<file path="src/rtl/core/laau_pkg.sv">
package laau_pkg;

  localparam int unsigned STEP_W  = 5;
  localparam int unsigned EXPO_W  = 16;
  localparam int unsigned CNT_W   = 8;
  localparam int unsigned CFG_IDX_W = 3;
  localparam int unsigned CFG_DATA_W = 16;

  localparam logic [STEP_W-1:0] DEFAULT_STEP = 5'd16;

  // Register indexes of the configuration port.
  localparam logic [CFG_IDX_W-1:0] REG_FRAME_SKIP  = 3'd0;
  localparam logic [CFG_IDX_W-1:0] REG_ENTRY_HIGH  = 3'd1;
  localparam logic [CFG_IDX_W-1:0] REG_ENTRY_LOW   = 3'd2;
  localparam logic [CFG_IDX_W-1:0] REG_KEEP_HIGH   = 3'd3;
  localparam logic [CFG_IDX_W-1:0] REG_KEEP_LOW    = 3'd4;
  localparam logic [CFG_IDX_W-1:0] REG_LIMIT_HIGH  = 3'd5;
  localparam logic [CFG_IDX_W-1:0] REG_LIMIT_LOW   = 3'd6;
  localparam logic [CFG_IDX_W-1:0] REG_INCREMENT   = 3'd7;

  typedef enum logic [1:0] {
    MODE_IDLE = 2'd0,
    MODE_UP   = 2'd1,
    MODE_DOWN = 2'd2
  } ramp_mode_t;

  typedef struct packed {
    logic [CNT_W-1:0]  frame_skip_threshold;
    logic [EXPO_W-1:0] exposure_entry_high;
    logic [EXPO_W-1:0] exposure_entry_low;
    logic [EXPO_W-1:0] exposure_keep_high;
    logic [EXPO_W-1:0] exposure_keep_low;
    logic [STEP_W-1:0] step_limit_high;
    logic [STEP_W-1:0] step_limit_low;
    logic [STEP_W-1:0] step_increment;
  } cfg_t;

  typedef struct packed {
    logic [CNT_W-1:0]  frame_counter;
    ramp_mode_t        ramp_mode;
    logic [STEP_W-1:0] drive_step;
    logic              change_flag;
    logic              asleep;
  } state_t;

endpackage

</file>
<file path="src/rtl/core/laau_cfg_regs.sv">
module laau_cfg_regs (
  input  logic                               clk,
  input  logic                               rst_n,
  input  logic                               cfg_we,
  input  logic [laau_pkg::CFG_IDX_W-1:0]     cfg_index,
  input  logic [laau_pkg::CFG_DATA_W-1:0]    cfg_wdata,
  output laau_pkg::cfg_t                     cfg
);

  laau_pkg::cfg_t cfg_r;

  always_ff @(posedge clk) begin
    if (!rst_n) begin
      cfg_r.frame_skip_threshold <= 8'd8;
      cfg_r.exposure_entry_high  <= 16'd400;
      cfg_r.exposure_entry_low   <= 16'd200;
      cfg_r.exposure_keep_high   <= 16'd350;
      cfg_r.exposure_keep_low    <= 16'd250;
      cfg_r.step_limit_high      <= 5'd31;
      cfg_r.step_limit_low       <= 5'd1;
      cfg_r.step_increment       <= 5'd1;
    end else if (cfg_we) begin
      case (cfg_index)
        laau_pkg::REG_FRAME_SKIP: begin
          cfg_r.frame_skip_threshold <= cfg_wdata[laau_pkg::CNT_W-1:0];
        end
        laau_pkg::REG_ENTRY_HIGH: begin
          cfg_r.exposure_entry_high <= cfg_wdata;
        end
        laau_pkg::REG_ENTRY_LOW: begin
          cfg_r.exposure_entry_low <= cfg_wdata;
        end
        laau_pkg::REG_KEEP_HIGH: begin
          cfg_r.exposure_keep_high <= cfg_wdata;
        end
        laau_pkg::REG_KEEP_LOW: begin
          cfg_r.exposure_keep_low <= cfg_wdata;
        end
        laau_pkg::REG_LIMIT_HIGH: begin
          cfg_r.step_limit_high <= cfg_wdata[laau_pkg::STEP_W-1:0];
        end
        laau_pkg::REG_LIMIT_LOW: begin
          cfg_r.step_limit_low <= cfg_wdata[laau_pkg::STEP_W-1:0];
        end
        laau_pkg::REG_INCREMENT: begin
          cfg_r.step_increment <= cfg_wdata[laau_pkg::STEP_W-1:0];
        end
        default: begin
        end
      endcase
    end
  end

  assign cfg = cfg_r;

endmodule

</file>
<file path="src/rtl/core/laau_step_logic.sv">
module laau_step_logic (
  input  laau_pkg::cfg_t                    cfg,
  input  laau_pkg::state_t                  cur,
  input  logic                              action,
  input  logic [laau_pkg::EXPO_W-1:0]       exposure_line,
  output laau_pkg::state_t                  nxt
);

  logic [laau_pkg::STEP_W-1:0] s;
  logic [laau_pkg::STEP_W-1:0] hi;
  logic [laau_pkg::STEP_W-1:0] lo;
  logic [laau_pkg::STEP_W:0]   s_up;
  logic [laau_pkg::STEP_W:0]   lo_inc;
  logic [laau_pkg::STEP_W-1:0] s_dn;
  logic                        at_floor;
  laau_pkg::ramp_mode_t        mode_eff;
  logic [laau_pkg::CNT_W-1:0]  cnt_eff;

  assign s        = cur.drive_step;
  assign hi       = cfg.step_limit_high;
  assign lo       = cfg.step_limit_low;
  // One extra bit keeps the sums from wrapping before the compares.
  assign s_up     = {1'b0, s} + {1'b0, cfg.step_increment};
  assign lo_inc   = {1'b0, lo} + {1'b0, cfg.step_increment};
  assign s_dn     = s - cfg.step_increment;
  assign at_floor = ({1'b0, s} <= lo_inc);

  // Waking from sleep clears the counter and the mode before anything else.
  assign mode_eff = cur.asleep ? laau_pkg::MODE_IDLE : cur.ramp_mode;
  assign cnt_eff  = cur.asleep ? '0 : cur.frame_counter;

  always_comb begin
    nxt = cur;
    if (action) begin
      nxt.drive_step  = laau_pkg::DEFAULT_STEP;
      nxt.change_flag = 1'b0;
      nxt.asleep      = 1'b1;
    end else begin
      nxt.asleep        = 1'b0;
      nxt.ramp_mode     = mode_eff;
      nxt.frame_counter = cnt_eff;
      if (cnt_eff <= cfg.frame_skip_threshold) begin
        nxt.frame_counter = cnt_eff + laau_pkg::CNT_W'(1);
        nxt.change_flag   = 1'b0;
      end else begin
        nxt.frame_counter = '0;
        nxt.change_flag   = 1'b0;
        case (mode_eff)
          laau_pkg::MODE_IDLE: begin
            if (exposure_line >= cfg.exposure_entry_high && s < hi) begin
              nxt.ramp_mode   = laau_pkg::MODE_UP;
              nxt.drive_step  = (s_up > {1'b0, hi}) ? hi : s_up[laau_pkg::STEP_W-1:0];
              nxt.change_flag = 1'b1;
            end else if (exposure_line <= cfg.exposure_entry_low && s > lo) begin
              nxt.ramp_mode   = laau_pkg::MODE_DOWN;
              nxt.drive_step  = at_floor ? lo : s_dn;
              nxt.change_flag = 1'b1;
            end
          end
          laau_pkg::MODE_UP: begin
            if (exposure_line > cfg.exposure_keep_high) begin
              nxt.change_flag = 1'b1;
              if (s_up >= {1'b0, hi}) begin
                nxt.ramp_mode  = laau_pkg::MODE_IDLE;
                nxt.drive_step = hi;
              end else begin
                nxt.drive_step = s_up[laau_pkg::STEP_W-1:0];
              end
            end else begin
              nxt.ramp_mode = laau_pkg::MODE_IDLE;
            end
          end
          default: begin
            // Ramp-down; an unused mode code behaves the same way.
            if (exposure_line < cfg.exposure_keep_low) begin
              nxt.change_flag = 1'b1;
              if (at_floor) begin
                nxt.ramp_mode  = laau_pkg::MODE_IDLE;
                nxt.drive_step = lo;
              end else begin
                nxt.ramp_mode  = laau_pkg::MODE_DOWN;
                nxt.drive_step = s_dn;
              end
            end else begin
              nxt.ramp_mode = laau_pkg::MODE_IDLE;
            end
          end
        endcase
      end
    end
  end

endmodule

</file>
<file path="src/rtl/core/led_current_auto_adjust_unit.sv">
// LED current auto-adjust unit. Each input beat is either a sensor frame with
// its exposure time (in_action = 0) or an enter-sleep request (in_action = 1),
// and each one produces exactly one output beat carrying the LED drive step
// after that beat, a flag that the beat changed the step, and the sleep state.
// Only every (frame_skip_threshold + 2)th frame after wake-up or the last
// decision runs the idle / ramp-up / ramp-down controller; the others only
// count. The block takes one beat per clock: the decision is a handful of
// compares and 6-bit adds between the state registers and the output
// register, so a result appears in the cycle after its beat is accepted; a new
// beat is taken when the output register is empty or being drained in the same cycle.
// Configuration registers are written through cfg_we / cfg_index / cfg_wdata
// and should only be changed while no beat is in flight.
module led_current_auto_adjust_unit (
  input  logic                              clk,
  input  logic                              rst_n,

  input  logic                              cfg_we,
  input  logic [laau_pkg::CFG_IDX_W-1:0]    cfg_index,
  input  logic [laau_pkg::CFG_DATA_W-1:0]   cfg_wdata,

  input  logic                              in_valid,
  output logic                              in_ready,
  input  logic                              in_action,
  input  logic [laau_pkg::EXPO_W-1:0]       in_exposure_line,

  output logic                              out_valid,
  input  logic                              out_ready,
  output logic [laau_pkg::STEP_W-1:0]       out_led_step,
  output logic                              out_step_changed,
  output logic                              out_sleeping
);

  laau_pkg::cfg_t   cfg;
  laau_pkg::state_t state_r;
  laau_pkg::state_t state_nxt;

  logic                        out_valid_r;
  logic [laau_pkg::STEP_W-1:0] out_led_step_r;
  logic                        out_step_changed_r;
  logic                        out_sleeping_r;
  logic                        in_fire;

  laau_cfg_regs u_cfg_regs (
    .clk       (clk),
    .rst_n     (rst_n),
    .cfg_we    (cfg_we),
    .cfg_index (cfg_index),
    .cfg_wdata (cfg_wdata),
    .cfg       (cfg)
  );

  laau_step_logic u_step_logic (
    .cfg           (cfg),
    .cur           (state_r),
    .action        (in_action),
    .exposure_line (in_exposure_line),
    .nxt           (state_nxt)
  );

  // The output register may be refilled in the cycle it is drained.
  assign in_ready = rst_n && (!out_valid_r || out_ready);
  assign in_fire  = in_valid && in_ready;

  always_ff @(posedge clk) begin
    if (!rst_n) begin
      state_r.frame_counter <= '0;
      state_r.ramp_mode     <= laau_pkg::MODE_IDLE;
      state_r.drive_step    <= '0;
      state_r.change_flag   <= 1'b0;
      state_r.asleep        <= 1'b0;
    end else if (in_fire) begin
      state_r <= state_nxt;
    end
  end

  always_ff @(posedge clk) begin
    if (!rst_n) begin
      out_valid_r <= 1'b0;
    end else if (in_fire) begin
      out_valid_r <= 1'b1;
    end else if (out_ready) begin
      out_valid_r <= 1'b0;
    end
  end

  // Result payload needs no reset; it is qualified by out_valid.
  always_ff @(posedge clk) begin
    if (in_fire) begin
      out_led_step_r     <= state_nxt.drive_step;
      out_step_changed_r <= state_nxt.change_flag;
      out_sleeping_r     <= state_nxt.asleep;
    end
  end

  assign out_valid        = out_valid_r;
  assign out_led_step     = out_led_step_r;
  assign out_step_changed = out_step_changed_r;
  assign out_sleeping     = out_sleeping_r;

endmodule

</file>
<file path="config.mk">
export PLATFORM = sky130hd
export DESIGN_NAME = led_current_auto_adjust_unit
export DESIGN_NICKNAME = d
export VERILOG_FILES = /design/src/rtl/core/laau_pkg.sv /design/src/rtl/core/laau_cfg_regs.sv /design/src/rtl/core/laau_step_logic.sv /design/src/rtl/core/led_current_auto_adjust_unit.sv
export SDC_FILE = /design/constraint.sdc
export NUM_CORES = 1
export LEC_CHECK = 0
export ABC_CLOCK_PERIOD_IN_PS = 4600
export BUFFER_PORTS_ARGS = -buffer_cell sky130_fd_sc_hd__buf_2
export CORE_MARGIN = 1
export CORE_UTILIZATION = 62
export DETAILED_ROUTE_END_ITERATION = 8
export GPL_ROUTABILITY_DRIVEN = 1
export GPL_TIMING_DRIVEN = 1
export PLACE_DENSITY = 0.84
export SYNTH_ARGS = -nofsm -noshare
export SYNTH_HDL_FRONTEND = slang
export SYNTH_SLANG_ARGS = --single-unit
</file>
<file path="constraint.sdc">
create_clock -name clk -period 4.6 [get_ports clk]
set_input_delay 0.69 -clock clk [delete_from_list [all_inputs] [get_ports clk]]
set_output_delay 0.69 -clock clk [all_outputs]
set_load 0.01 [all_outputs]
</file>
==> metrics.csv, run 1 <==
stage;metric;value;unit
worst_setup_path;Crit. End Element;flop;
routing;First DRT Iteration DRCs;578;
sta;worst setup margin;0.581;ns
worst_setup_path;Buf/Inv on CP;0;
place;dpl cell area;7830;um^2
global_routing;gr busiest metal;met2;
floorplan;Starting Density;64.7;%
sta;Final Slew Violations;0;
sta;setup TNS;0;ns
global_routing;gr ovfl total;0;
clocking;Clk Latency, worst-skew pair;0.37;ns
place;GPL Wtd Cong;0.934;
sta;final hold viol count;0;
sta;period utilisation layout;87.4;%
global_routing;met3 GRT Util;5.94;%
layout;most common cell after layout, fill and taps aside;nand2_1;
clocking;Clock Tree Buf Depth;2;
floorplan;# rows;39;
routing;antenna-violating nets left;0;
global_routing;global-route wire length before repair;30600;um
floorplan;Chip Height;112;um
layout;area grow syn2layout;7.96;%
pwr;P_leak;3.49;nW
global_routing;met2 usage;49.1;%
global_routing;largest net degree at the start of global routing;95;
logic_synthesis;Synthesis Warnings;0;
clocking;cts repair resizes;0;
global_routing;GRT Overall Usage;30.7;%
global_routing;vias in the first global route;6219;
sta;worst slew pin tran;0.888;ns
place;Port Buffer Count;49;
sta;Fin Hold WS;0.468;ns
worst_setup_path;crit path launch type;flop;
clocking;H-Tree Depth;3;
floorplan;io pins;50;
logic_synthesis;Yosys reg bits;111;
sta;Setup Viol. Count Final;0;
worst_setup_path;required time of the critical path;4.78;ns
sta;Max-slew headroom;40.8;%
routing;First-pass DRT Iterations;8;
pwr;PD cells;260;nW/um^2
worst_setup_path;crit path cell chain;ha_1 > fa_1 > a21o_2 > a21oi_1 > xor2_1 > ha_1 > and3_2 > a31o_2 > a221oi_4 > mux2i_1 > a31oi_1 > o2bb2ai_1 > a211o_1 > a211oi_1;
worst_setup_path;crit path kind;flop to flop;
routing;Vias/cell;6.03;
clocking;Clock Tree Root;clkbuf_16;
logic_synthesis;Main synth FF type;dfxtp_1;
logic_synthesis;number of synthesized flops with an enable pin;7;
sta;minimum clock period;4.02;ns
logic_synthesis;Yosys cell types;70;
routing;DRC;1;
routing;post-DR wirelength/cell;17.0;um
logic_synthesis;Post-Syn Area;7510;um^2
layout;Nets;1085;
layout;layout cells sized above 1;10.4;%
global_routing;met1 usage;41.7;%
clocking;clock sinks;111;
worst_setup_path;max incr delay on CP;0.42;ns
clocking;number of buffers created by CTS;9;
layout;fin util;69.8;%
layout;Design Area, Final;8110;um^2
routing;drt total wl;18400;um
worst_setup_path;Data arrival, critical path;4.20;ns
routing;routed vias;6534;
worst_setup_path;Worst path slowest cell;fa_1;
floorplan;Core ar.;11600;um^2
worst_setup_path;cell mode on critical path;ha_1;
place;Final HPWL DP;13600;um
floorplan;die extent in x;112;um
logic_synthesis;sequential share of the synthesized area;30.5;%
status;status;finished, violations left;
logic_synthesis;Syn Inst Count;903;
sta;RSZ-0062 raised after global routing;false;
floorplan;full die area;12600;um^2
min_path;Worst Hold Class;flop to flop;
place;post-place setup slack;0.725;ns
clocking;Clock Pin Slew Worst Setup and Hold Paths;0.08;ns
sta;f_max;249;MHz
worst_setup_path;crit path max fanout;8;
global_routing;initial antenna violation count;0;
worst_setup_path;delay-heaviest family, CP;compound AO/OA/AOI/OAI gates;
pwr;Max VDD drop;0.000277;V
layout;commonest non-fill, non-tap cells in the layout;165 x nand2_1, 105 x ha_1, 104 x dfxtp_1;
logic_synthesis;Syn Nets;1052;
logic_synthesis;syn_area_per_cell;8.32;um^2
clocking;CTS tree;yes;
run;Max-cap violations;0;
clocking;post-CTS setup buffer count;0;
layout;fill cell count;955;
sta;clock skew;0.0133;ns
clocking;hold buffer count at cts;0;
logic_synthesis;Post-synth ARST share;0;%
status;failing checks;DRC;
layout;n_diodes;0;
final cells by class:
cell class	instances	area, um^2	area share, %
Clock buffer	10	239	2.95
Clock inverter	6	41.3	0.509
Inverter	96	360	4.44
Multi-Input combinational cell	662	4700	58.0
Sequential cell	111	2290	28.3
Tap cell	143	179	2.21
Timing Repair Buffer	56	298	3.67
state kept, by name, indices dropped and copies added (netlist names):
register	count
out_step_changed	1
out_led_step	5
out_valid	1
u_cfg_regs.cfg	87
out_sleeping	1
state_r	16
worst min-delay path, stage by stage (launching register included):
cell      delay [ns]
dfxtp_1         0.31
nand2_1         0.05
a21boi_0        0.06
Yosys cell counts (all sizes together) (4+ instances only):
library cell	n	area, um^2
xor2	10	87.6
nor2	30	120
o211ai	31	233
a21oi	34	193
edfxtp	7	210
clkbuf	28	115
nand4	13	81.3
o21a	5	37.5
or2	5	31.3
a21boi	55	413
buf	5	38.8
a211o	4	35.0
a211oi	13	103
nor3	7	35.0
a21o	11	85.1
dfxtp	104	2080
a221oi	6	87.6
nor2b	23	144
nand3	22	115
nand2	165	619
nand2b	13	81.3
o21ai	31	159
inv	95	357
ha	105	1310
xnor2	4	35.0
mux2i	21	210
and3	7	45.1
per-layer routing:
metal	up-vias	wire length, um
met1	3036	8580
met3	40	1310
li1	3206	-
met5	-	0
met2	252	8070
met4	0	470
metrics by stage:
stage	power, mW	std cells
floorplan	1.25	903
global placement	1.34	1068
detailed placement	1.35	1068
CTS	2.11	1084
global route	2.19	1084
finish	2.11	1084
power by group:
group | switching (mW) | internal, mW | leakage, nW
registers | 0.0179 | 0.994 | 0.910
clock network | 0.384 | 0.386 | 0.144
logic | 0.199 | 0.128 | 2.43
worst paths after layout:
path / from / end / slack [ns] / depth (start not counted)
worst min-delay path: u_cfg_regs.cfg[68]$_SDFFE_PN0P_ / u_cfg_regs.cfg[68]$_SDFFE_PN0P_ / 0.47 / 2
worst max register to register: u_cfg_regs.cfg[0]$_SDFFE_PN1P_ / out_led_step[0]$_DFFE_PP_ / 0.58 / 14
worst min register to register: u_cfg_regs.cfg[68]$_SDFFE_PN0P_ / u_cfg_regs.cfg[68]$_SDFFE_PN0P_ / 0.47 / 2
worst max-delay path: u_cfg_regs.cfg[0]$_SDFFE_PN1P_ / out_led_step[0]$_DFFE_PP_ / 0.58 / 14
cells by family after synthesis:
| group | Yosys count | synth area share (%) |
|---|---|---|
| AND/OR/NAND/NOR | 296 | 18.0 |
| adder cells (fa/ha/maj) | 108 | 18.3 |
| AO/OA/AOI/OAI | 220 | 21.3 |
| multiplexers | 24 | 3.30 |
| XOR/XNOR | 14 | 1.63 |
| buffers and inverters | 130 | 6.98 |
| flip-flops | 111 | 30.5 |
No activity file was read; power rests on OpenSTA's default activity.
==> run 2, diff against run 1 <==
Settings changed: CORE_UTILIZATION 62 to 50, PLACE_DENSITY 0.84 to 0.71.
==> run 2 against run 1 <==
Register-to-register slack about the same. Sequential power about the same. Highest routed layer unchanged. Die area increased by 24%. Critical path depth unchanged. Combinational power increased by 1%. Final cell count increased by 4.1%. Clock skew decreased by 0.0037 ns. Routed wire length about the same. Largest power group unchanged. The run now ends clean. Via count decreased by 2.6%. Final area increased by 1.1%. Count of clock-buffer cells in the layout increased by 2.
==> metrics.csv, run 2 (synthesized netlist as in run 1, its figures left out) <==
stage;metric;value;unit;change
global_routing;initial antenna violation count;0;;unchanged
floorplan;Starting Density;51.5;%;was 64.7%
global_routing;global-route wire length before repair;30900;um;was 30,600 um
sta;clock skew;0.00961;ns;was 0.0133 ns
layout;Largest register FFs;87;;unchanged
place;Final HPWL DP;13700;um;was 13,600 um
clocking;Clock Pin Slew Worst Setup and Hold Paths;0.08;ns;about the same
clocking;Clock Tree Buf Depth;2;;unchanged
routing;First DRT Iteration DRCs;422;;was 578
sta;final hold viol count;0;;unchanged
floorplan;io pins;50;;unchanged
floorplan;Chip Height;125;um;was 112 um
sta;period utilisation layout;87.4;%;about the same
layout;Design Area, Final;8200;um^2;was 8110 um^2
min_path;Worst Hold Class;flop to flop;;unchanged
worst_setup_path;crit path launch type;flop;;unchanged
worst_setup_path;crit path cell chain;inv_1 > ha_1 > inv_2 > a221oi_4 > xor2_1 > ha_1 > a21o_1 > a21oi_1 > o21ai_0 > nor2_4 > a21oi_1 > a31o_2 > a311o_1 > a221oi_1;;was ha_1 > fa_1 > a21o_2 > a21oi_1 > xor2_1 > ha_1 > and3_2 > a31o_2 > a221oi_4 > mux2i_1 > a31oi_1 > o2bb2ai_1 > a211o_1 > a211oi_1
global_routing;gr ovfl total;0;;unchanged
sta;Max-slew headroom;32.7;%;was 40.8%
floorplan;full die area;15500;um^2;was 12,600 um^2
worst_setup_path;Buf/Inv on CP;2;;was 0
pwr;P_leak;3.50;nW;was 3.49 nW
clocking;Clock Tree Root;clkbuf_16;;unchanged
worst_setup_path;max incr delay on CP;0.41;ns;was 0.42 ns
worst_setup_path;Data arrival, critical path;4.19;ns;was 4.20 ns
layout;commonest non-fill, non-tap cells in the layout;165 x nand2_1, 105 x ha_1, 104 x dfxtp_1;;unchanged
layout;Nets;1088;;was 1,085
global_routing;GRT Overall Usage;24.8;%;was 30.7%
layout;area grow syn2layout;9.13;%;was 7.96%
clocking;H-Tree Depth;3;;unchanged
run;Max-cap violations;0;;unchanged
clocking;number of buffers created by CTS;9;;unchanged
routing;post-DR wirelength/cell;16.4;um;was 17.0 um
layout;n_diodes;0;;unchanged
worst_setup_path;crit path max fanout;6;;was 8
clocking;CTS tree;yes;;unchanged
sta;RSZ-0062 raised after global routing;false;;unchanged
worst_setup_path;Worst path slowest cell;dfxtp_1;;was fa_1
status;status;complete, no violations;;was finished, violations left
global_routing;vias in the first global route;5967;;was 6,219
routing;routed vias;6364;;was 6,534
routing;antenna-violating nets left;0;;unchanged
floorplan;die extent in x;125;um;was 112 um
routing;First-pass DRT Iterations;6;;was 8
floorplan;Core ar.;14600;um^2;was 11,600 um^2
worst_setup_path;Crit. End Element;flop;;unchanged
sta;Final Slew Violations;0;;unchanged
worst_setup_path;delay-heaviest family, CP;compound AO/OA/AOI/OAI gates;;unchanged
clocking;Clk Latency, worst-skew pair;0.37;ns;about the same
sta;setup TNS;0;ns;unchanged
worst_setup_path;required time of the critical path;4.77;ns;was 4.78 ns
place;GPL Wtd Cong;0.856;;was 0.934
clocking;hold buffer count at cts;0;;unchanged
pwr;PD cells;260;nW/um^2;about the same
clocking;clock sinks;111;;unchanged
routing;Vias/cell;5.64;;was 6.03
sta;f_max;249;MHz;about the same
clocking;post-CTS setup buffer count;0;;unchanged
pwr;total chip power;2.13;mW;was 2.11 mW
clocking;cts repair resizes;0;;unchanged
floorplan;# rows;44;;was 39
sta;Setup Viol. Count Final;0;;unchanged
sta;Fin Hold WS;0.453;ns;was 0.468 ns
routing;drt total wl;18400;um;about the same
sta;minimum clock period;4.02;ns;about the same
place;dpl cell area;7910;um^2;was 7830 um^2
pwr;Max VDD drop;0.000285;V;was 0.000277 V
layout;layout cells sized above 1;10.5;%;was 10.4%
place;Port Buffer Count;49;;unchanged
routing;DRC;0;;was 1
layout;most common cell after layout, fill and taps aside;nand2_1;;unchanged
sta;worst slew pin tran;1.00;ns;was 0.888 ns
worst_setup_path;crit path kind;flop to flop;;unchanged
global_routing;largest net degree at the start of global routing;95;;unchanged
[run 2: changes by cell type in the layout (fill, tap and decap cells not counted)]
cell,previous run,this run
inv_4,3,0
clkinvlp_4,0,1
clkbuf_8,1,0
clkbuf_16,9,10
clkinv_2,1,0
clkbuf_1,0,2
inv_8,0,1
buf_4,7,10
[run 2: routing by layer]
| metal | GRT usage [%] | up-vias | part of all wire, % |
|---|---|---|---|
| li1 | - | 3214 | - |
| met1 | 34.6 | 2954 | 48 |
| met2 | 37.9 | 170 | 44 |
| met3 | 5.71 | 26 | 5.9 |
| met4 | 7.65 | 0 | 2.1 |
| met5 | 0 | - | 0 |
[run 2: path summary, 6_finish.rpt]
path                                                startpoint                        end  slack [ns]  cells past startpoint
worst max-delay path            u_cfg_regs.cfg[2]$_SDFFE_PN0P_  out_led_step[2]$_DFFE_PP_        0.58                     14
worst min-delay path                  state_r[16]$_SDFFE_PN0P_   state_r[16]$_SDFFE_PN0P_        0.45                      2
worst max register to register  u_cfg_regs.cfg[2]$_SDFFE_PN0P_  out_led_step[2]$_DFFE_PP_        0.58                     14
worst min register to register        state_r[16]$_SDFFE_PN0P_   state_r[16]$_SDFFE_PN0P_        0.45                      2
[run 2: worst min-delay path, cell delays in order, from the launching register on]
cell and delay (ns):
dfxtp_1 0.32, nand2_1 0.04, o21ai_0 0.06
[run 2: area by class of cell]
cell class | count | area [um^2]
Tap cell | 184 | 230
Multi-Input combinational cell | 662 | 4700
Clock buffer | 12 | 258
Timing Repair Buffer | 59 | 320
Inverter | 96 | 360
Sequential cell | 111 | 2290
Fill cell | 1351 | 6390
Clock inverter | 4 | 36.3
[run 2: stage by stage]
step / std cells / util [%] / worst slack, ns
2_1_floorplan: 903 / - / 1.03
3_3_place_gp: 1112 / 54.2 / 0.876
3_5_place_dp: 1112 / 54.2 / 0.787
4_1_cts: 1128 / 56.2 / 0.667
5_1_grt: 1128 / 56.2 / 0.471
6_report: 1128 / 56.2 / 0.579
[run 2: power by group]
part | leakage [nW] | internal [mW] | switching, mW
Combinational | 2.45 | 0.131 | 0.200
Clock | 0.140 | 0.409 | 0.383
Sequential | 0.910 | 0.994 | 0.0170
